File: src/hw/rtl/hafn_pkg.sv
// shared types, register indexes and constants for the hid axis field normalizer
package hafn_pkg;

   localparam int unsigned CSR_INDEX_W = 8;
   localparam int unsigned CSR_DATA_W  = 16;
   localparam int unsigned QUEUE_DEPTH = 2;

   // register indexes on the csr port
   localparam logic [CSR_INDEX_W-1:0] REG_AXIS_PRESENT      = 8'd0;
   localparam logic [CSR_INDEX_W-1:0] REG_AXIS_BIT_POSITION = 8'd1;
   localparam logic [CSR_INDEX_W-1:0] REG_AXIS_BITS         = 8'd2;
   localparam logic [CSR_INDEX_W-1:0] REG_SHIFT_AMOUNT      = 8'd3;
   localparam logic [CSR_INDEX_W-1:0] REG_AXIS_SIGNED       = 8'd4;
   localparam logic [CSR_INDEX_W-1:0] REG_DEVICE_INVERT     = 8'd5;
   localparam logic [CSR_INDEX_W-1:0] REG_USER_INVERT       = 8'd6;
   localparam logic [CSR_INDEX_W-1:0] REG_EXPECTED_ID       = 8'd7;

   // supported field widths
   localparam logic [4:0] BITS_8  = 5'd8;
   localparam logic [4:0] BITS_10 = 5'd10;
   localparam logic [4:0] BITS_12 = 5'd12;
   localparam logic [4:0] BITS_16 = 5'd16;

   localparam logic [15:0] CENTRE_16    = 16'h8000;
   localparam logic [7:0]  HALF_8       = 8'h80;
   localparam logic [15:0] LOW_LIMIT    = 16'h6000;
   localparam logic [15:0] HIGH_LIMIT   = 16'ha000;
   localparam logic [4:0]  WORD_BITS    = 5'd16;

   typedef struct packed {
      logic        axis_present;
      logic [10:0] axis_bit_position;
      logic [4:0]  axis_bits;
      logic [3:0]  shift_amount;
      logic        axis_signed;
      logic        device_invert;
      logic        user_invert;
      logic [7:0]  expected_id;
   } cfg_type;

   // one finished report as handed from front to back
   typedef struct packed {
      logic [7:0] field_low_byte;
      logic [7:0] field_high_byte;
      logic       id_ok;
   } job_type;

endpackage

File: src/hw/rtl/hid_axis_field_normalizer_top.sv
// top level of the hid axis field normalizer: csr registers, front, queue and back
// throughput: one report byte per cycle while req_ready is high; a result word per report every cycle at best
// stages: two register stages between the accepted last byte and the result word
// (queue entry, then the result register)
// req_ready drops only while the two-entry report queue is full
// reset: synchronous, clears counters, queue and result valid; id_ok set, held value zero
module hid_axis_field_normalizer_top #(
   parameter int unsigned MAX_REPORT_BYTES = 256
) (
   input  logic                              clock,
   input  logic                              reset,
   // report byte channel
   input  logic                              req_valid,
   output logic                              req_ready,
   input  logic [7:0]                        req_report_byte,
   input  logic                              req_last_byte,
   // result channel
   output logic                              rsp_valid,
   input  logic                              rsp_ready,
   output logic [15:0]                       rsp_axis_value,
   output logic                              rsp_below_low,
   output logic                              rsp_above_high,
   output logic                              rsp_report_matched,
   // register write channel
   input  logic                              csr_valid,
   output logic                              csr_ready,
   input  logic [hafn_pkg::CSR_INDEX_W-1:0]  csr_index,
   input  logic [hafn_pkg::CSR_DATA_W-1:0]   csr_data
);
   import hafn_pkg::*;

   cfg_type cfg_ff;
   logic    byte_accept;
   logic    job_push, job_pop, q_full, q_valid;
   job_type push_job, head_job;

   // register writes are always taken
   assign csr_ready = 1'b1;

   always_ff @(posedge clock) begin
      if (reset) begin
         // all registers zero except the field width, which starts at 8 bits
         cfg_ff <= '{axis_bits: BITS_8, default: '0};
      end else if (csr_valid) begin
         unique case (csr_index)
            REG_AXIS_PRESENT:      cfg_ff.axis_present      <= csr_data[0];
            REG_AXIS_BIT_POSITION: cfg_ff.axis_bit_position <= csr_data[10:0];
            REG_AXIS_BITS:         cfg_ff.axis_bits         <= csr_data[4:0];
            REG_SHIFT_AMOUNT:      cfg_ff.shift_amount      <= csr_data[3:0];
            REG_AXIS_SIGNED:       cfg_ff.axis_signed       <= csr_data[0];
            REG_DEVICE_INVERT:     cfg_ff.device_invert     <= csr_data[0];
            REG_USER_INVERT:       cfg_ff.user_invert       <= csr_data[0];
            REG_EXPECTED_ID:       cfg_ff.expected_id       <= csr_data[7:0];
            default:               cfg_ff                   <= cfg_ff;
         endcase
      end
   end

   // bytes stall only when no queue slot is free for a finished report
   assign req_ready   = !q_full;
   assign byte_accept = req_valid && req_ready;

   hafn_front #(
      .MAX_REPORT_BYTES(MAX_REPORT_BYTES)
   ) u_front (
      .clock       (clock),
      .reset       (reset),
      .cfg         (cfg_ff),
      .byte_accept (byte_accept),
      .report_byte (req_report_byte),
      .last_byte   (req_last_byte),
      .job_push    (job_push),
      .job         (push_job)
   );

   hafn_queue u_queue (
      .clock     (clock),
      .reset     (reset),
      .push      (job_push),
      .push_job  (push_job),
      .pop       (job_pop),
      .full      (q_full),
      .not_empty (q_valid),
      .head_job  (head_job)
   );

   // held value lives in the back end, updated in report order
   hafn_back u_back (
      .clock              (clock),
      .reset              (reset),
      .cfg                (cfg_ff),
      .job_valid          (q_valid),
      .job                (head_job),
      .job_pop            (job_pop),
      .rsp_valid          (rsp_valid),
      .rsp_ready          (rsp_ready),
      .rsp_axis_value     (rsp_axis_value),
      .rsp_below_low      (rsp_below_low),
      .rsp_above_high     (rsp_above_high),
      .rsp_report_matched (rsp_report_matched)
   );

endmodule

File: src/hw/rtl/hafn_front.sv
// front end: byte counting, report id check and field byte capture
module hafn_front #(
   parameter int unsigned MAX_REPORT_BYTES = 256
) (
   input  logic             clock,
   input  logic             reset,
   input  hafn_pkg::cfg_type cfg,
   input  logic             byte_accept,
   input  logic [7:0]       report_byte,
   input  logic             last_byte,
   output logic             job_push,
   output hafn_pkg::job_type job
);
   import hafn_pkg::*;

   localparam int unsigned CW   = $clog2(MAX_REPORT_BYTES + 1);
   localparam int unsigned CMPW = 12;

   logic [CW-1:0]   count_ff, count_in;
   logic [7:0]      low_ff, low_in;
   logic [7:0]      high_ff, high_in;
   logic            id_ok_ff, id_ok_in;
   logic            first;
   logic            has_id;
   logic [CW-1:0]   pos;
   logic [CMPW-1:0] pos_x, base_x;

   assign first  = (count_ff == '0);
   assign has_id = (cfg.expected_id != 8'h00);
   assign pos    = has_id ? count_ff - CW'(1) : count_ff;
   assign pos_x  = {{(CMPW-CW){1'b0}}, pos};
   assign base_x = {4'b0000, cfg.axis_bit_position[10:3]};

   always_comb begin
      low_in   = first ? 8'h00 : low_ff;
      high_in  = first ? 8'h00 : high_ff;
      id_ok_in = first ? 1'b1 : id_ok_ff;
      count_in = count_ff;
      if (count_ff < CW'(MAX_REPORT_BYTES)) begin
         if (has_id && first) begin
            id_ok_in = (report_byte == cfg.expected_id);
         end else begin
            if (pos_x == base_x) low_in = report_byte;
            if (pos_x == base_x + CMPW'(1)) high_in = report_byte;
         end
         count_in = count_ff + CW'(1);
      end
      if (last_byte) count_in = '0;
   end

   always_ff @(posedge clock) begin
      if (reset) begin
         count_ff <= '0;
         id_ok_ff <= 1'b1;
         low_ff   <= 8'h00;
         high_ff  <= 8'h00;
      end else if (byte_accept) begin
         count_ff <= count_in;
         id_ok_ff <= id_ok_in;
         low_ff   <= low_in;
         high_ff  <= high_in;
      end
   end

   assign job_push            = byte_accept && last_byte;
   assign job.field_low_byte  = low_in;
   assign job.field_high_byte = high_in;
   assign job.id_ok           = id_ok_in;

endmodule

File: src/hw/rtl/hafn_queue.sv
// short flop queue of finished reports between front and back
module hafn_queue (
   input  logic             clock,
   input  logic             reset,
   input  logic             push,
   input  hafn_pkg::job_type push_job,
   input  logic             pop,
   output logic             full,
   output logic             not_empty,
   output hafn_pkg::job_type head_job
);
   import hafn_pkg::*;

   localparam int unsigned PW = $clog2(QUEUE_DEPTH);

   job_type      entry_ff [QUEUE_DEPTH];
   logic [PW-1:0] wr_ptr_ff, rd_ptr_ff;
   logic [PW:0]   fill_ff;

   assign full      = (fill_ff == (PW+1)'(QUEUE_DEPTH));
   assign not_empty = (fill_ff != '0);
   assign head_job  = entry_ff[rd_ptr_ff];

   always_ff @(posedge clock) begin
      if (push) entry_ff[wr_ptr_ff] <= push_job;
   end

   always_ff @(posedge clock) begin
      if (reset) begin
         wr_ptr_ff <= '0;
         rd_ptr_ff <= '0;
         fill_ff   <= '0;
      end else begin
         if (push) wr_ptr_ff <= (wr_ptr_ff == PW'(QUEUE_DEPTH-1)) ? '0 : wr_ptr_ff + PW'(1);
         if (pop)  rd_ptr_ff <= (rd_ptr_ff == PW'(QUEUE_DEPTH-1)) ? '0 : rd_ptr_ff + PW'(1);
         case ({push, pop})
            2'b10:   fill_ff <= fill_ff + (PW+1)'(1);
            2'b01:   fill_ff <= fill_ff - (PW+1)'(1);
            default: fill_ff <= fill_ff;
         endcase
      end
   end

endmodule

File: src/hw/rtl/hafn_back.sv
// back end: normalization, held value and the result register
module hafn_back (
   input  logic              clock,
   input  logic              reset,
   input  hafn_pkg::cfg_type  cfg,
   input  logic              job_valid,
   input  hafn_pkg::job_type  job,
   output logic              job_pop,
   output logic              rsp_valid,
   input  logic              rsp_ready,
   output logic [15:0]       rsp_axis_value,
   output logic              rsp_below_low,
   output logic              rsp_above_high,
   output logic              rsp_report_matched
);
   import hafn_pkg::*;

   logic [15:0] held_ff, held_in;
   logic        valid_ff;
   logic [15:0] value_ff;
   logic        below_ff, above_ff, matched_ff;
   logic [15:0] word, v16, norm;
   logic [7:0]  v8;
   logic        inv;

   assign word = {job.field_high_byte, job.field_low_byte};
   assign inv  = cfg.device_invert ^ cfg.user_invert;

   always_comb begin
      v8 = job.field_low_byte << cfg.shift_amount;
      if (cfg.axis_signed) v8 = v8 + HALF_8;
      if (inv) v8 = ~v8;

      v16 = word;
      if (cfg.axis_bits == BITS_10 || cfg.axis_bits == BITS_12) begin
         v16 = (word >> cfg.axis_bit_position[2:0]) << (WORD_BITS - cfg.axis_bits);
      end
      v16 = v16 << cfg.shift_amount;
      if (cfg.axis_signed) v16 = v16 + CENTRE_16;
      if (inv) v16 = ~v16;

      if (!cfg.axis_present) begin
         norm = CENTRE_16;
      end else begin
         case (cfg.axis_bits)
            BITS_8:                    norm = {v8, 8'h00};
            BITS_10, BITS_12, BITS_16: norm = v16;
            default:                   norm = CENTRE_16;
         endcase
      end
      held_in = job.id_ok ? norm : held_ff;
   end

   assign job_pop = job_valid && (!valid_ff || rsp_ready);

   always_ff @(posedge clock) begin
      if (reset) begin
         held_ff  <= 16'h0000;
         valid_ff <= 1'b0;
      end else begin
         if (job_pop) begin
            held_ff  <= held_in;
            valid_ff <= 1'b1;
         end else if (rsp_ready) begin
            valid_ff <= 1'b0;
         end
      end
   end

   always_ff @(posedge clock) begin
      if (job_pop) begin
         value_ff   <= held_in;
         below_ff   <= (held_in < LOW_LIMIT);
         above_ff   <= (held_in > HIGH_LIMIT);
         matched_ff <= job.id_ok;
      end
   end

   assign rsp_valid          = valid_ff;
   assign rsp_axis_value     = value_ff;
   assign rsp_below_low      = below_ff;
   assign rsp_above_high     = above_ff;
   assign rsp_report_matched = matched_ff;

endmodule

File: config.mk
export PLATFORM = sky130hd
export DESIGN_NAME = hid_axis_field_normalizer_top
export DESIGN_NICKNAME = d
export VERILOG_FILES = /design/src/hw/rtl/hafn_pkg.sv /design/src/hw/rtl/hid_axis_field_normalizer_top.sv /design/src/hw/rtl/hafn_front.sv /design/src/hw/rtl/hafn_queue.sv /design/src/hw/rtl/hafn_back.sv
export SDC_FILE = /design/constraint.sdc
export NUM_CORES = 1
export LEC_CHECK = 0
export ABC_CLOCK_PERIOD_IN_PS = 10600
export BUFFER_PORTS_ARGS = -buffer_cell sky130_fd_sc_hd__buf_2
export CORE_AREA = 2 2 149 151
export CTS_CLUSTER_SIZE = 16
export DETAILED_ROUTE_END_ITERATION = 6
export DIE_AREA = 0 0 151 153
export SLEW_MARGIN = 20
export SYNTH_ARGS = -nofsm -noshare
export SYNTH_HDL_FRONTEND = slang
export SYNTH_HIERARCHICAL = 1
export SYNTH_SLANG_ARGS = --single-unit
File: constraint.sdc
create_clock -name clock -period 10.6 [get_ports clock]
set_input_delay 2.12 -clock clock [delete_from_list [all_inputs] [get_ports clock]]
set_output_delay 2.12 -clock clock [all_outputs]
set_load 0.005 [all_outputs]
== Word-level counts from Yosys, hierarchy flattened ==
Memories as Yosys holds them, arrays and structs flattened. A register that Yosys moved wholly into a read port is not among the register bits.
Cells that the tools add are included.
Cells by class
  reductions and logical operators: 25
  shifts and indexed selects: 4
  add/subtract/negate cells: 10
  order comparisons: 3
  eq/ne operators: 17
  bitwise logic cells: 3
  multiplexer cells: 31
Operator list (number)
  $mux W16: 5
  $mux W8: 10
  $eq A8 B3 Y1 const B: 4
  $pmux W16 S2: 1
  $mux W9: 3
  $reduce_and A2 Y1: 9
  $add A16 B16 Y16 const B: 1
  $eq A8 B2 Y1 const B: 2
  $gt A16 B16 Y1 const B: 1
  $lt A16 B15 Y1 const B: 1
  $not A16 Y16: 1
  $shl A16 B4 Y16: 1
  $shl A16 B5 Y16: 1
  $shr A16 B3 Y16: 1
  $eq A5 B4 Y1 const B: 3
  $eq A9 B12 Y1: 1
  $mux W1: 11
  $add A8 B1 Y9 const B: 1
  $add A9 B1 Y9 const B: 1
  $eq A9 B8 Y1: 1
  $logic_not A9 Y1: 1
  $lt A9 B9 Y1 const B: 1
  $sub A9 B1 Y9 const B: 1
  $add A8 B8 Y8 const B: 1
  other kinds (20): 30
Storage, ports and cells
  memories kept: 1
  input port bits: 38
  word-level logic and storage cells: 115
  register bits after elaboration: 98
  bits in writable memories: 34
  output and inout port bits: 22
Memory list
  u_queue.entry_ff: words 2, width 17, read ports 1, clocked after Yosys merged registers in 1, write ports 1, line hafn_queue.sv:16  | job_type entry_ff [QUEUE_DEPTH];

== Longest topological paths before layout ==
Gate-level depths: netlist (run 1).
  depth after elaboration: 12
  gate-level depth with buffers: 18
  gate-level depth less buffers: 15

== Hierarchy ==
Netlist (run 1), hierarchy kept.
By module, submodules not included
  hafn_back: instances 1, cells each 611, sequential area each 910.9 µm², area an instance 4899.7 µm²
  hafn_front: instances 1, cells each 263, sequential area each 520.5 µm², area an instance 2223.4 µm²
  hafn_queue: instances 1, cells each 75, sequential area each 1121.1 µm², area an instance 1430.1 µm²
  hid_axis_field_normalizer_top: instances 1, cells each 134, sequential area each 640.6 µm², area an instance 1402.6 µm²

== Worst setup path after synthesis (run 1) ==
OpenSTA, ideal clock, no wires.
  kind: reg-to-reg
  start: register cfg_ff[15] (netlist bit)
  end: register u_back.above_ff, in the netlist u_back/rsp_above_high, data pin
  path slack: 6.007 ns
  library setup time: 0.281 ns
  buffers on the path: 3
  cell stages (with the launch flop): 18
  arrival: 4.312 ns
  clock period less this slack: 4.593 ns
  required time: 10.319 ns
  path through: dfxtp_1 > buf_2 > clkinv_1 > clkbuf_1 > ha_1 > inv_1 > clkbuf_1 > nand2_1 > nor3_1 > and2_1 > a2111oi_2 > nor4_2 > nor3_1 > or4_4 > nor4_1 > nand4_1 > o41ai_2 > a211oi_1
Between the ends
  longest elaborated chain between the ends: 12
  elaborated cells between the ends (all ways): 18
  classes of those cells: 2 x add/sub; 1 x order compare; 4 x eq/ne; 2 x shift; 6 x mux; 1 x bitwise; 2 x reduce/logical
Ends and longest elaborated chain
  start, declared: line hid_axis_field_normalizer_top.sv:32  | cfg_type cfg_ff;
  start signal, assigned: line hid_axis_field_normalizer_top.sv:54  | default: cfg_ff <= cfg_ff;
  $sub A5 B5 Y5 / $eq A5 B4 Y1 (equally long branches): line hafn_back.sv:36, hafn_back.sv:35, hafn_back.sv:45
  $shl A16 B5 Y16 / $logic_or A1 B1 Y1 (equally long branches): line hafn_back.sv:36, hafn_back.sv:35
  $mux W16: line hafn_back.sv:35  | if (cfg.axis_bits == BITS_10 || cfg.axis_bits == BITS_12) begin
  $shl A16 B4 Y16: line hafn_back.sv:38  | v16 = v16 << cfg.shift_amount;
  $add A16 B16 Y16: line hafn_back.sv:39  | if (cfg.axis_signed) v16 = v16 + CENTRE_16;
  $mux W16: line hafn_back.sv:39
  $not A16 Y16: line hafn_back.sv:40  | if (inv) v16 = ~v16;
  $mux W16: line hafn_back.sv:40
  $pmux W16 S2 (*): line hafn_back.sv:45  | case (cfg.axis_bits)
  $mux W16 (*): line hafn_back.sv:42  | if (!cfg.axis_present) begin
  $mux W16 (*): line hafn_back.sv:51  | held_in = job.id_ok ? norm : held_ff;
  named net u_back.held_in[7]: line hafn_back.sv:18  | logic [15:0] held_ff, held_in;
  $gt A16 B16 Y1 (*): line hafn_back.sv:74  | above_ff <= (held_in > HIGH_LIMIT);
  end signal, assigned: line hafn_back.sv:74
  end, declared: line hafn_back.sv:21  | logic below_ff, above_ff, matched_ff;
Mark *: on every way through the listed nets, which the timed path passes. The rest lies on a longest branch.
A chain may end at the register's enable or synchronous reset.

== Final worst setup path (run 1) ==
Ends and elaborated chain as after synthesis.

==> results by stage, run 1 <==
Layout:
- After the last flow step, the layout net total stands at 1,146.
- The area added between synthesis and finish is 10.0%.
- The layout cell share with drive strength beyond 1 is 0.180.
- After filler insertion, the fill cell instance count of the layout stands at between 2,000 and 2,500.
- The repair_antennas step left the layout with diodes totalling 0.

Critical path:
- The worst setup path is of the reg2reg kind.
- The critical path data arrival time is 6.07 ns.
- The cell with the largest stage delay on the worst path is sky130_fd_sc_hd__ha_1.
- The critical path goes through buf_4 -> clkinv_1 -> ha_1 -> inv_1 -> nand2_1 -> nor3_1 -> and2_1 -> a2111oi_2 -> nor4_2 -> nor3_1 -> or4_4 -> nor4_1 -> nand4_1 -> o41ai_2 -> a211oi_1.
- The required arrival time at the worst endpoint is 10.74 ns.
- The maximum fanout count along the critical path is 28.
- The most prevalent standard cell on the critical path is sky130_fd_sc_hd__nor3_1.
- STA classifies the critical path endpoint as a flop.
- On the critical path the largest part of the delay comes from simple AND/OR/NAND/NOR gates.
- The buffers plus inverters on the worst setup path is 3.
- On the worst path, the slowest cell contributes a delay of 0.72 ns.
- STA classifies the critical path startpoint as a flop.

Route:
- In the routed design, unresolved DRC markers number 0.
- The routed via count divided by cell count is between 6 and 7.
- The final route contains 8,630 vias.
- The pre-antenna-repair detailed-routing pass consisted of 5 iterations.
- After detailed routing, the total wire length is 27,500 um.
- The average wire length per cell after detail routing is 19.7 um.
- In this run, the number of DRC markers left after iteration 0 of detailed routing was 626.
- The final antenna-violating net count is 0.

Run:
- Across the run, the number of max-cap violations was 0.

Timing:
- In the finished design, the share of the clock period the worst path needs comes to 0.559.
- Setup repair after global routing left no endpoint under its margin.
- The final clock skew is 0.0112 ns.
- The aggregate negative setup slack is 0 ns.
- The top achievable clock speed is 169 MHz.
- The transition at the pin with the smallest max-transition slack is roughly 1.1 ns.
- Setup violations remaining at the end of the flow were counted as 0.
- The final count of pins violating max slew is 0.
- The post-route minimum period is 5.92 ns.
- The number of hold-slack violations in the final timing report is 0.
- Headroom to the max-slew limit came out at 0.294.

Synthesis:
- The number of distinct library cells after synthesis is 95.
- The number of enable flip-flop cells after synthesis is 53.
- The main flop type after synthesis is sky130_fd_sc_hd__dfxtp_1.
- The share of synthesized flip-flops with an asynchronous set or reset is 0.
- The number of register bits inferred by synthesis is 133.
- The synthesized area divided by synthesized cell count is 9.19 um^2.
- The warning count from the yosys run is 6.
- Of all cell types, the one taking the most synthesized area is sky130_fd_sc_hd__dfxtp_1.
- The area of the mapped netlist is 0.00996 mm^2.
- The number of nets in the synthesized netlist is 1,127.
- The register area share after synthesis is 0.321.
- The area share of the largest cell type after synthesis is 0.161.
- Synthesis handed over a netlist of 1,083 instances.
- After synthesis, the cell types taking the most area are sky130_fd_sc_hd__dfxtp_1, sky130_fd_sc_hd__edfxtp_1, sky130_fd_sc_hd__mux2i_1, sky130_fd_sc_hd__mux4_2, sky130_fd_sc_hd__mux2_2.

Power:
- The sum of internal, switching and leakage power is roughly 1.8 mW.
- The total power density per cell area is around 170 mW/mm^2.
- Summed over all cells, the static leakage comes to between 4 and 5 nW.
- Across the VDD grid, the largest voltage drop is just under 0.1 mV.

CTS:
- The H-tree depth reported by CTS is 4.
- The latest clock arrival within the worst-skew pair is about 0.43 ns.
- The total of cells resized after clock tree synthesis is 0.
- Clock-pin slew was measured on the worst setup and hold paths at 0.07 ns.
- The number of buffers created by CTS is 17.
- The post-CTS setup repair buffer count is 0.
- CTS placed an instance of sky130_fd_sc_hd__clkbuf_16 at the clock tree root.
- The clock net sink count is ~130.
- The hold buffer count at CTS is 0.
- The TritonCTS clock tree is built.
- The longest clock path from root to sink contains 2 buffers.

Die:
- The chip height is between 150 and 200 um.
- The die is roughly 150 um wide.
- The area of the core region is about 0.021 mm^2.
- The boundary pin count is 60.
- The initial utilization of the core area, before any placement, comes to 0.463.
- The full die area is 0.0231 mm^2.
- The number of core rows is 54.

Placed design:
- Routability-driven placement finished with a final weighted congestion of 0.923.
- The HPWL after detailed placement is 20,000 um.
- The count of buffers added on input and output ports is 53.

Worst hold path:
- The classification of the worst-slack hold path is reg2reg.

Global route:
- The pin count of the biggest net entering global routing is 88.
- Across every metal layer, demand over resource in global routing totals 0.244.
- The number of global-route vias before repair was 8,266.
- The first-pass GRT wire length is 44,800 um.
- Global routing finished with a remaining overflow of 0.
- The number of antenna violations at the first check in global routing came to 0.

Outcome:
- The run finished with clean final reports.
[registers in the layout, indices dropped and copies added, names as in the netlist, named ones only]
register and count:
u_queue/fill_ff 2, u_back/rsp_above_high 1, u_front/count_ff 9, u_front/high_ff 8, u_back/rsp_valid 1, u_back/rsp_below_low 1, u_queue/rd_ptr_ff 1, u_front/id_ok_ff 1
cfg_ff 32, u_back/held_ff 16, u_front/low_ff 8, u_back/rsp_axis_value 16, u_back/rsp_report_matched 1, u_queue/entry_ff 34, u_queue/wr_ptr_ff 1
[per-layer routing]
metal / up-vias / part of all wire / wire length, um / GRT usage
met5: - / 0 / 0 / 0
met4: 0 / 0.024 / 650 / 0.0859
met3: 40 / 0.048 / 1330 / 0.0388
met2: 275 / 0.48 / 13200 / 0.391
met1: 4169 / 0.45 / 12300 / 0.333
li1: 4146 / - / - / -
[cells in the final DEF (no fill, tap or decap), types with 10 or more instances in the layout]
| master | count |
|---|---|
| sky130_fd_sc_hd__or3_1 | 11 |
| sky130_fd_sc_hd__clkbuf_16 | 17 |
| sky130_fd_sc_hd__buf_4 | 15 |
| sky130_fd_sc_hd__and2_1 | 13 |
| sky130_fd_sc_hd__a211oi_1 | 23 |
| sky130_fd_sc_hd__buf_2 | 53 |
| sky130_fd_sc_hd__nand3_1 | 25 |
| sky130_fd_sc_hd__nor2_1 | 92 |
| sky130_fd_sc_hd__inv_1 | 27 |
| sky130_fd_sc_hd__and4_1 | 12 |
| sky130_fd_sc_hd__nor4_1 | 11 |
| sky130_fd_sc_hd__o22ai_1 | 13 |
| sky130_fd_sc_hd__a21oi_1 | 49 |
| sky130_fd_sc_hd__dfxtp_1 | 80 |
| sky130_fd_sc_hd__nor2b_1 | 29 |
| sky130_fd_sc_hd__mux2i_1 | 58 |
| sky130_fd_sc_hd__a22o_1 | 19 |
| sky130_fd_sc_hd__edfxtp_1 | 53 |
| sky130_fd_sc_hd__a22oi_1 | 11 |
| sky130_fd_sc_hd__o211ai_1 | 10 |
| sky130_fd_sc_hd__xor2_1 | 19 |
| sky130_fd_sc_hd__nand2b_1 | 63 |
| sky130_fd_sc_hd__and3_1 | 12 |
| sky130_fd_sc_hd__nor3_1 | 29 |
| sky130_fd_sc_hd__xnor2_1 | 39 |
| sky130_fd_sc_hd__mux2_2 | 37 |
| sky130_fd_sc_hd__nand2_1 | 64 |
| sky130_fd_sc_hd__o21ai_0 | 25 |
| sky130_fd_sc_hd__mux4_2 | 19 |
[synthesized netlist by cell type (all sizes together), types with 5 or more instances]
cell type and n:
nor3 29, a221oi 11, and4 12, a22o 19, o31ai 7, inv 27, mux2 37, nor4 15
or2 10, a2111oi 5, nor2 93, nor2b 29, o211ai 10, o22ai 13, nand3 29, a32o 9
a211oi 25, clkbuf 45, and2 13, mux4 19, dfxtp 80, o32ai 8, nand2 64, nand2b 63
o21ai 27, ha 6, mux2i 59, o221ai 7, xnor2 39, a31oi 5, a21o 6, or3 12
buf 23, and3 12, edfxtp 53, a21oi 49, a31o 9, a22oi 11, o311ai 5, xor2 19
nand4 5
[worst reg2reg max path, stage by stage (launching register included)]
cell,delay (ns)
sky130_fd_sc_hd__dfxtp_1,0.31
sky130_fd_sc_hd__buf_4,0.30
sky130_fd_sc_hd__clkinv_1,0.55
sky130_fd_sc_hd__ha_1,0.72
sky130_fd_sc_hd__inv_1,0.41
sky130_fd_sc_hd__nand2_1,0.28
sky130_fd_sc_hd__nor3_1,0.59
sky130_fd_sc_hd__and2_1,0.26
sky130_fd_sc_hd__a2111oi_2,0.06
sky130_fd_sc_hd__nor4_2,0.47
sky130_fd_sc_hd__nor3_1,0.10
sky130_fd_sc_hd__or4_4,0.57
sky130_fd_sc_hd__nor4_1,0.28
sky130_fd_sc_hd__nand4_1,0.19
sky130_fd_sc_hd__o41ai_2,0.42
sky130_fd_sc_hd__a211oi_1,0.13
[per-stage QoR]
stage	hold WS [ns]	area, um^2	cells	utilization	worst slack, ns
CTS	0.452	11000	1395	0.510	4.72
global placement	0.441	10400	1363	0.483	4.73
floorplan	0.431	9960	1083	-	6.01
finish	0.451	11000	1395	0.510	4.68
global route	0.486	11000	1395	0.510	4.20
detailed placement	0.442	10400	1363	0.483	4.75
[layout make-up]
cell class	instances	area, um^2	share of cell area
Tap cell	280	350	0.0320
Clock buffer	17	425	0.0388
Timing Repair Buffer	68	378	0.0345
Clock inverter	15	153	0.0139
Multi-Input combinational cell	851	6340	0.579
Sequential cell	133	3190	0.291
Inverter	31	116	0.0106
[cell families (layout without fill, tap and decap cells)]
family          after synthesis  in the layout  share of synthesized area
other cells                   1              1                   0.000377
flops                       133            133                      0.321
mux                         115            115                      0.145
buf+inv                      99            131                     0.0426
fa+ha+maj                     6              6                    0.00754
compound gates              272            272                      0.211
simple gates                397            397                      0.218
xor+xnor                     60             60                     0.0557
[where the power goes]
part | total (mW) | internal, mW | switching (mW)
sequential | 0.671 | 0.631 | 0.0397
clock | 0.580 | 0.316 | 0.264
combinational | 0.588 | 0.236 | 0.352
total | 1.84 | 1.18 | 0.655
[worst paths after layout]
| kind | to | slack, ns | depth (start not counted) | start |
|---|---|---|---|---|
| max | u_back/rsp_above_high | 4.68 | 15 | cfg_ff[15] |
| min | u_back/held_ff[0] | 0.45 | 2 | u_back/held_ff[0] |
| max reg2reg | u_back/rsp_above_high | 4.68 | 15 | cfg_ff[15] |
| min reg2reg | u_back/held_ff[0] | 0.45 | 2 | u_back/held_ff[0] |
(Power assumes the default switching activity.)
==> run 2, diff against run 1 <==
- ABC_CLOCK_PERIOD_IN_PS: 10600 -> 5330
- PLACE_DENSITY: default -> 0.66
- clock period: 10.6 -> 5.33 ns (I/O delays scaled with it)
==> run 2 against run 1 <==
Against the previous run:
- power grew 99%
- die area is the same
- worst hold slack better by 0.0040 ns
- non-clock buffer count up 11
- critical path depth down 1
- setup slack lost 4.3 ns
- sequential share of layout area is 0.23 points lower
- core utilization is 0.40 points higher
- via count up 0.76%
- register-to-register slack got worse by 4.3 ns
- combinational power rose by 100%
==> results by stage, run 2 (synthesis gave the netlist of run 1 again) <==
CTS:
- The latest clock arrival within the worst-skew pair is 0.43 ns (about the same).
- The number of buffers created by CTS is 17 (unchanged).
- The post-CTS setup repair buffer count is 0 (unchanged).
- The hold buffer count at CTS came to 0 (unchanged).
- The total of cells resized after clock tree synthesis is 0 (unchanged).
- The number of buffers on the longest clock path is 2 (unchanged).
- The clock net sink count was 133 (unchanged).
- The TritonCTS clock tree is built.
- The root buffer cell is sky130_fd_sc_hd__clkbuf_16.
- The H-tree depth reported by CTS is 4 (unchanged).
- The clock-pin slew on the worst setup and hold paths was 0.06 ns (about the same).

Power:
- The power spent charging and discharging nets is 1.23 mW (+87%).
- The switching portion of total power is 0.336 (-0.0199).
- The maximum vdd ir drop is 0.213 mV (+110%).
- The register share of total power was 0.362 (-0.003).
- The total power density per cell area is 331 mW/mm^2 (+97%).
- The internal power is 2.42 mW (+100%).
- The static leakage was 4.12 nW (+1.1%).
- The share of power burned in the clock network is 0.315 (about the same).
- The combinational cell fraction of total power is 0.323 (+0.003).

Critical path:
- The required arrival time at the worst endpoint was 5.47 ns (-5.27 ns).
- STA classifies the critical path startpoint as a flop.
- The type of the setup path with the least slack is reg2reg.
- The endpoint identified for the worst register-to-register timing path is u_back/rsp_above_high.
- The critical path data arrival time is 5.07 ns (-1.00 ns).
- The maximum fanout count along the critical path is 17 (-39%).
- The worst-case register-to-register setup slack came to 0.40 ns (-4.27 ns).
- The worst setup path is captured at a flop.
- The worst reg-to-reg path cell count is 14 (-1).
- The endpoint of the worst setup timing path is u_back/rsp_above_high.

Die:
- The boundary pin count is 60 (unchanged).
- The chip height is 153 um (unchanged).
- The number of core rows is 54 (unchanged).
- The initial core utilization is 0.463 (unchanged).
- The area of the core region is 0.0215 mm^2 (unchanged).
- The overall die width is 151 um (unchanged).
- The full die area came to 0.0231 mm^2 (unchanged).

Run:
- The max-cap check violation count is 0 (unchanged).

Timing:
- The period utilization came to 0.925 (+0.366).
- The top achievable clock speed is 203 MHz (+20%).
- The post-route minimum period is 4.93 ns (-0.997 ns).
- The worst slew margin relative to its limit is 0.329 (+0.0353).
- The final clock skew is 0.0137 ns (+0.00254 ns).
- The setup violation total in the final timing report is 0 (unchanged).
- The aggregate negative setup slack is 0 ns (unchanged).
- The transition at the pin with the smallest max-transition slack is 1.01 ns (-0.0455 ns).
- Setup repair after global routing left no endpoint under its margin.
- The final count of pins violating max slew came to 0 (unchanged).
- The number of hold-slack violations in the final timing report is 0 (unchanged).

Layout:
- The end-of-flow core utilization is 0.514 (+0.00402).
- The largest registers in the layout are u_queue/entry_ff: 34 flops, cfg_ff: 32 flops.
- The area growth from synthesis to layout is 10.9%.
- The commonest non-fill, non-tap cell in the layout is sky130_fd_sc_hd__nor2_1.
- In the layout the commonest cells are sky130_fd_sc_hd__nor2_1, sky130_fd_sc_hd__dfxtp_1, sky130_fd_sc_hd__nand2_1.
- The layout cell share with drive strength beyond 1 is 0.187 (+0.00623).
- The flip-flop count of the largest register after layout is 34 (unchanged).
- The post-layout net count is 1,157 (+0.96%).
- More flip-flops sit in one register than any other, and that register is u_queue/entry_ff.
- The number of antenna cells inserted was 0 (unchanged).

Route:
- The final antenna-violating net count came to 0 (unchanged).
- The number of remaining DRC errors is 0 (unchanged).
- The average wire length per cell after detail routing is 19.4 um (-1.7%).
- The total wire length came to 27,300 um (-0.88%).
- The vias after detailed routing is 8,696 (+0.76%).
- The number of iterations in the first detailed-routing pass is 7 (+2).
- The iteration-0 DRC count of the detailed router is 679 (+8.5%).
- The routed via count divided by cell count is 6.18 (about the same).

Placed design:
- The routability-driven placement congestion ratio is 0.966 (+4.7%).
- The number of buffers inserted by port buffering was 53 (unchanged).
- The HPWL after detailed placement is 19,900 um (-0.52%).

Worst hold path:
- The tightest min-delay check is of the reg2reg type.
- The hold path startpoint is u_back/held_ff[0].

Global route:
- The pin count of the biggest net entering global routing is 67 (-24%).
- The residual overflow from global routing came to 0 (unchanged).
- The first-pass GRT wire length was 44,000 um (-1.7%).
- The total global-route track usage is 0.239 (-0.00495).
- The number of global-route vias before repair came to 8,200 (-0.80%).
- The number of antenna violations at the first check in global routing is 0 (unchanged).

Outcome:
- The run finished with clean final reports.
[run 2: per-layer routing]
layer  routed length [um]  GRT usage  vias to the layer above
met3                 1350     0.0412                       74
li1                     -          -                     4173
met1                12000      0.317                     4139
met5                    0          0                        -
met2                13000      0.388                      310
met4                  966     0.0912                        0
[run 2: per-stage QoR]
stage / power [mW] / std cells / hold slack (ns) / area, um^2 / setup WS, ns
5_1_grt: 3.85 / 1406 / 0.482 / 11000 / 0.220
4_1_cts: 3.66 / 1406 / 0.456 / 11000 / 0.445
6_report: 3.65 / 1406 / 0.455 / 11000 / 0.402
3_5_place_dp: 2.50 / 1374 / 0.447 / 10500 / 0.464
2_1_floorplan: 2.16 / 1083 / 0.431 / 9960 / 0.737
3_3_place_gp: 2.49 / 1374 / 0.443 / 10500 / 0.503
[run 2: power by group through the flow]
stage                     registers (mW)  clock network [mW]  logic, mW
final                               1.32                1.15       1.18
after global routing                1.34                1.22       1.29
after CTS                           1.32                1.17       1.17
after detailed placement            1.34                   0       1.16
after global placement              1.34                   0       1.15
after floorplan                     1.34                   0      0.825
[run 2: layout make-up]
cell class,count,area (um^2)
clock buffer,18,429
timing repair buffer,79,460
inverter,31,116
fill,2048,10400
tap,280,350
multi-input combinational,851,6340
clock inverter,14,153
sequential,133,3190
[run 2: how the worst min path moves through the flow]
stage / to / slack, ns / cells past startpoint
finish: u_back/held_ff[0] / 0.46 / 2
global route: u_back/held_ff[3] / 0.48 / 2
CTS: u_back/held_ff[0] / 0.46 / 2
detailed placement: u_back/held_ff[0] / 0.45 / 2
global placement: u_back/held_ff[0] / 0.44 / 2
floorplan: u_back/held_ff[3] / 0.43 / 2
[run 2: worst max-delay path: stages (launching register included)]
cell,delay [ns]
sky130_fd_sc_hd__dfxtp_1,0.31
sky130_fd_sc_hd__buf_4,0.24
sky130_fd_sc_hd__mux2_2,0.47
sky130_fd_sc_hd__mux4_2,0.54
sky130_fd_sc_hd__mux2_2,0.31
sky130_fd_sc_hd__o221a_1,0.29
sky130_fd_sc_hd__or2_1,0.29
sky130_fd_sc_hd__a2111oi_2,0.34
sky130_fd_sc_hd__nor4_2,0.14
sky130_fd_sc_hd__and3_1,0.19
sky130_fd_sc_hd__or4_4,0.50
sky130_fd_sc_hd__nor4_1,0.29
sky130_fd_sc_hd__nand4_1,0.20
sky130_fd_sc_hd__o41ai_2,0.40
sky130_fd_sc_hd__a211oi_1,0.12
==> run 3, diff against run 2 <==
- CORE_AREA: 2 2 149 151 -> 2 2 145 147
- DIE_AREA: 0 0 151 153 -> 0 0 147 149
- SYNTH_HIERARCHICAL: 1 -> default
==> run 3 against run 2 <==
Against the previous run:
- maximum frequency is 1.1% lower
- power is 14% higher
- cell count decreased by 0.78%
- global-route usage up 0.16 points
- sequential cell count unchanged
- setup slack got worse by 0.057 ns
- critical endpoint is now u_back.rsp_above_high
- highest routed layer unchanged
==> results by stage, run 3 <==
Layout:
- The layout cell share with drive strength beyond 1 was 0.141 (-0.0454).
- The area added between synthesis and finish is 12.0%.
- The flip-flop count of the largest register after layout is 34 (unchanged).
- The multi-input logic area is 0.00573 mm^2 (-9.6%).
- In the layout the commonest cells are sky130_fd_sc_hd__nor2_1, sky130_fd_sc_hd__nand2_1, sky130_fd_sc_hd__dfxtp_1.
- Leaving out fill and tap cells, the most frequent cell in the layout is sky130_fd_sc_hd__nor2_1.
- The post-layout net count is 1,152 (-0.43%).
- The end-of-flow core utilization is 0.509 (-0.00485).
- The register ranked first by flip-flop count is u_queue.entry_ff.
- The number of antenna cells inserted is 0 (unchanged).
- The largest registers in the layout are u_queue.entry_ff: 34 flops, cfg_ff: 32 flops.
- The area occupied by registers is 0.00319 mm^2 (about the same).
- The final cell area excluding filler cells is 0.0105 mm^2 (-5.2%).
- The total of fill cells in the finished design was 1,936 (-5.5%).

Run:
- The max-cap check violation count is 0 (unchanged).

Critical path:
- The delay of the slowest cell on the worst path is 0.80 ns (+0.26 ns).
- The largest individual stage delay along the critical path comes from the cell sky130_fd_sc_hd__ha_1.
- The worst reg-to-reg path cell count is 14 (unchanged).
- The critical path data arrival time is 5.12 ns (+0.05 ns).
- The worst setup path is of the reg2reg kind.
- The required arrival time at the worst endpoint came to 5.46 ns (about the same).
- The kind of end point of the critical path is a flop.
- STA classifies the critical path startpoint as a flop.
- The maximum fanout count along the critical path is 16 (-1).
- Traced cell by cell, the critical path runs through clkinv_1 -> ha_1 -> nand2b_1 -> o22ai_1 -> o32a_1 -> a221oi_2 -> nor3_1 -> o32a_1 -> xnor2_1 -> o221ai_1 -> or4b_1 -> nor4_1 -> a41o_1 -> a21oi_1.
- The most prevalent standard cell on the critical path is sky130_fd_sc_hd__o32a_1.

Die:
- The overall die width came to 147 um (-2.6%).
- The boundary pin count came to 60 (unchanged).
- The number of core rows is 53 (-1.9%).
- The full die area came to 0.0219 mm^2 (-5.2%).
- The initial core utilization was 0.455 (-0.00878).
- The area of the core region is 0.0206 mm^2 (-4.3%).
- The chip height is 149 um (-2.6%).

Timing:
- The final clock skew is 0.0123 ns (-0.00137 ns).
- The transition at the pin with the smallest max-transition slack came to 1.03 ns (+0.0269 ns).
- Setup repair after global routing left no endpoint under its margin.
- The post-route worst setup slack was 0.345 ns (-0.0568 ns).
- The top achievable clock speed came to 201 MHz (-1.1%).
- The final count of pins violating max slew is 0 (unchanged).
- The post-route minimum period was 4.98 ns (+0.0568 ns).
- The setup violation total in the final timing report is 0 (unchanged).
- The number of hold-slack violations in the final timing report is 0 (unchanged).
- The aggregate negative setup slack is 0 ns (unchanged).
- The worst slew margin relative to its limit is 0.309 (-0.0205).
- The period utilization is 0.935 (+0.0107).

Global route:
- The number of antenna violations at the first check in global routing came to 0 (unchanged).
- The met1 track utilization from global routing is 0.327 (+0.0104).
- The residual overflow from global routing is 0 (unchanged).
- The met3 usage came to 0.0388 (-0.00236).
- The total global-route track usage is 0.240 (+0.00162).
- The number of global-route vias before repair is 7,909 (-3.5%).
- The met2 track demand over resource in global routing is 0.393 (+0.00533).
- The pin count of the biggest net entering global routing is 49 (-27%).
- In this run the most used layer during global routing was met2.
- The first-pass GRT wire length is 42,200 um (-4.2%).

Placed design:
- The HPWL after detailed placement is 19,300 um (-3.1%).
- The routability-driven placement congestion ratio is 0.939 (-2.8%).
- The cell area after placement came to 0.00985 mm^2 (-5.9%).
- The pre-CTS setup slack is 0.449 ns (-0.0151 ns).
- The number of buffers inserted by port buffering is 53 (unchanged).

Outcome:
- The run finished with clean final reports.

Synthesis:
- The number of enable flip-flop cells after synthesis is 53 (unchanged).
- The area of the mapped netlist came to 0.00935 mm^2 (-6.1%).
- The number of distinct library cells after synthesis is 84 (-12%).
- The total nets after synthesis is 1,131 (+0.35%).
- The number of standard cells after synthesis is 1,086 (+0.28%).
- Summed over all instances, the cell type with the most area after synthesis is sky130_fd_sc_hd__dfxtp_1.
- The warning count from the yosys run is 0 (-6).
- The area share of the largest cell type after synthesis came to 0.171 (+0.0105).
- The synthesized area divided by synthesized cell count was 8.61 um^2 (-6.4%).
- The register area share after synthesis was 0.342 (+0.0210).
- Ranked by total cell area, the synthesized netlist is headed by sky130_fd_sc_hd__dfxtp_1, sky130_fd_sc_hd__edfxtp_1, sky130_fd_sc_hd__mux2i_1, sky130_fd_sc_hd__nor2_1, sky130_fd_sc_hd__nand2_1.
- The share of synthesized flip-flops with an asynchronous set or reset was 0 (unchanged).
- The main flop type after synthesis is sky130_fd_sc_hd__dfxtp_1.
- The number of register bits inferred by synthesis is 133 (unchanged).
- The commonest cells after synthesis are sky130_fd_sc_hd__nor2_1, sky130_fd_sc_hd__nand2_1, sky130_fd_sc_hd__dfxtp_1.
- By instance count, the leading cell after synthesis is sky130_fd_sc_hd__nor2_1.

Route:
- The vias after detailed routing is 8,591 (-1.2%).
- The number of iterations in the first detailed-routing pass is 6 (-1).
- The number of remaining DRC errors is 0 (unchanged).
- The average wire length per cell after detail routing was 19.1 um (-1.6%).
- The routed via count divided by cell count is 6.16 (-0.43%).
- The final antenna-violating net count came to 0 (unchanged).
- The iteration-0 DRC count of the detailed router is 856 (+26%).
- The total wire length is 26,700 um (-2.3%).

CTS:
- The total of cells resized after clock tree synthesis is 0 (unchanged).
- The TritonCTS clock tree is built.
- The clock-pin slew on the worst setup and hold paths is 0.05 ns (about the same).
- The hold buffer count at CTS is 0 (unchanged).
- The clock net sink count is 133 (unchanged).
- The latest clock arrival within the worst-skew pair is 0.42 ns (about the same).
- CTS placed an instance of sky130_fd_sc_hd__clkbuf_16 at the clock tree root.
- The post-CTS setup repair buffer count is 0 (unchanged).
- The number of buffers created by CTS is 17 (unchanged).
- The H-tree depth reported by CTS was 4 (unchanged).
- The number of buffers on the longest clock path is 2 (unchanged).

Power:
- The total power density per cell area is 397 mW/mm^2 (+20%).
- The maximum vdd ir drop is 0.249 mV (+17%).
- The sum of internal, switching and leakage power is 4.16 mW (+14%).
- The static leakage is 3.90 nW (-5.4%).

Worst hold path:
- The number of instances on the worst hold path is 2 (unchanged).
- The classification of the worst-slack hold path is reg2reg.
==> run 3: cell count changes in the layout (fill, tap and decap cells not counted), sizes merged, moves of 20 or more <==
cell    delta
nand2b    -48
nand2     +47
nor2      +43
nor3      +26
mux2      -21
nor2b     -20
==> run 3: final timing paths <==
check	from	endpoint	slack (ns)
worst max register to register	cfg_ff[15]	u_back.rsp_above_high	0.35
worst min-delay path	u_front.low_ff[7]	u_front.low_ff[7]	0.46
worst min register to register	u_front.low_ff[7]	u_front.low_ff[7]	0.46
worst max-delay path	cfg_ff[15]	u_back.rsp_above_high	0.35
==> run 3: kinds of logic after synthesis <==
logic type / share of synthesized area
muxes: 0.131
other: 0.000401
and+or+nand+nor: 0.212
xor gates and xnor gates: 0.0572
DFF: 0.342
buffers and inverters: 0.0465
adders and majority gates: 0.00937
AOI/OAI and AO/OA: 0.202
==> run 3: stage by stage <==
stage	hold WS, ns	instances
finish	0.459	1395
detailed placement	0.450	1363
global placement	0.441	1363
floorplan	0.437	1086
CTS	0.459	1395
global route	0.479	1395
==> run 3: report_power, final <==
part	leakage (nW)	switching [mW]	total (mW)	internal [mW]
Combinational	2.45	0.913	1.55	0.639
Sequential	1.15	0.118	1.39	1.27
Clock	0.298	0.438	1.21	0.774
Total	3.90	1.47	4.16	2.69
==> run 3: area by class of cell <==
class	count	area share
Inverter	24	0.00861
Clock buffer	21	0.0450
Sequential cell	133	0.305
Timing Repair Buffer	81	0.0466
Tap cell	275	0.0329
Clock inverter	11	0.0140
Multi-Input combinational cell	850	0.548
==> run 3: metal layers <==
metal | up-vias | routed length [um]
met5 | - | 0
met4 | 0 | 611
met3 | 49 | 1520
met2 | 340 | 12700
met1 | 4101 | 11800
li1 | 4101 | -
==> run 3: worst max-delay path: cells and delay by family, from the launching register on <==
kind                       cells  cell delay, ns
AOI/OAI and AO/OA              7            1.80
xor gates and xnor gates       1            0.17
adders and majority gates      1            0.80
buffers and inverters          1            0.29
DFF                            1            0.33
and+or+nand+nor                4            1.30
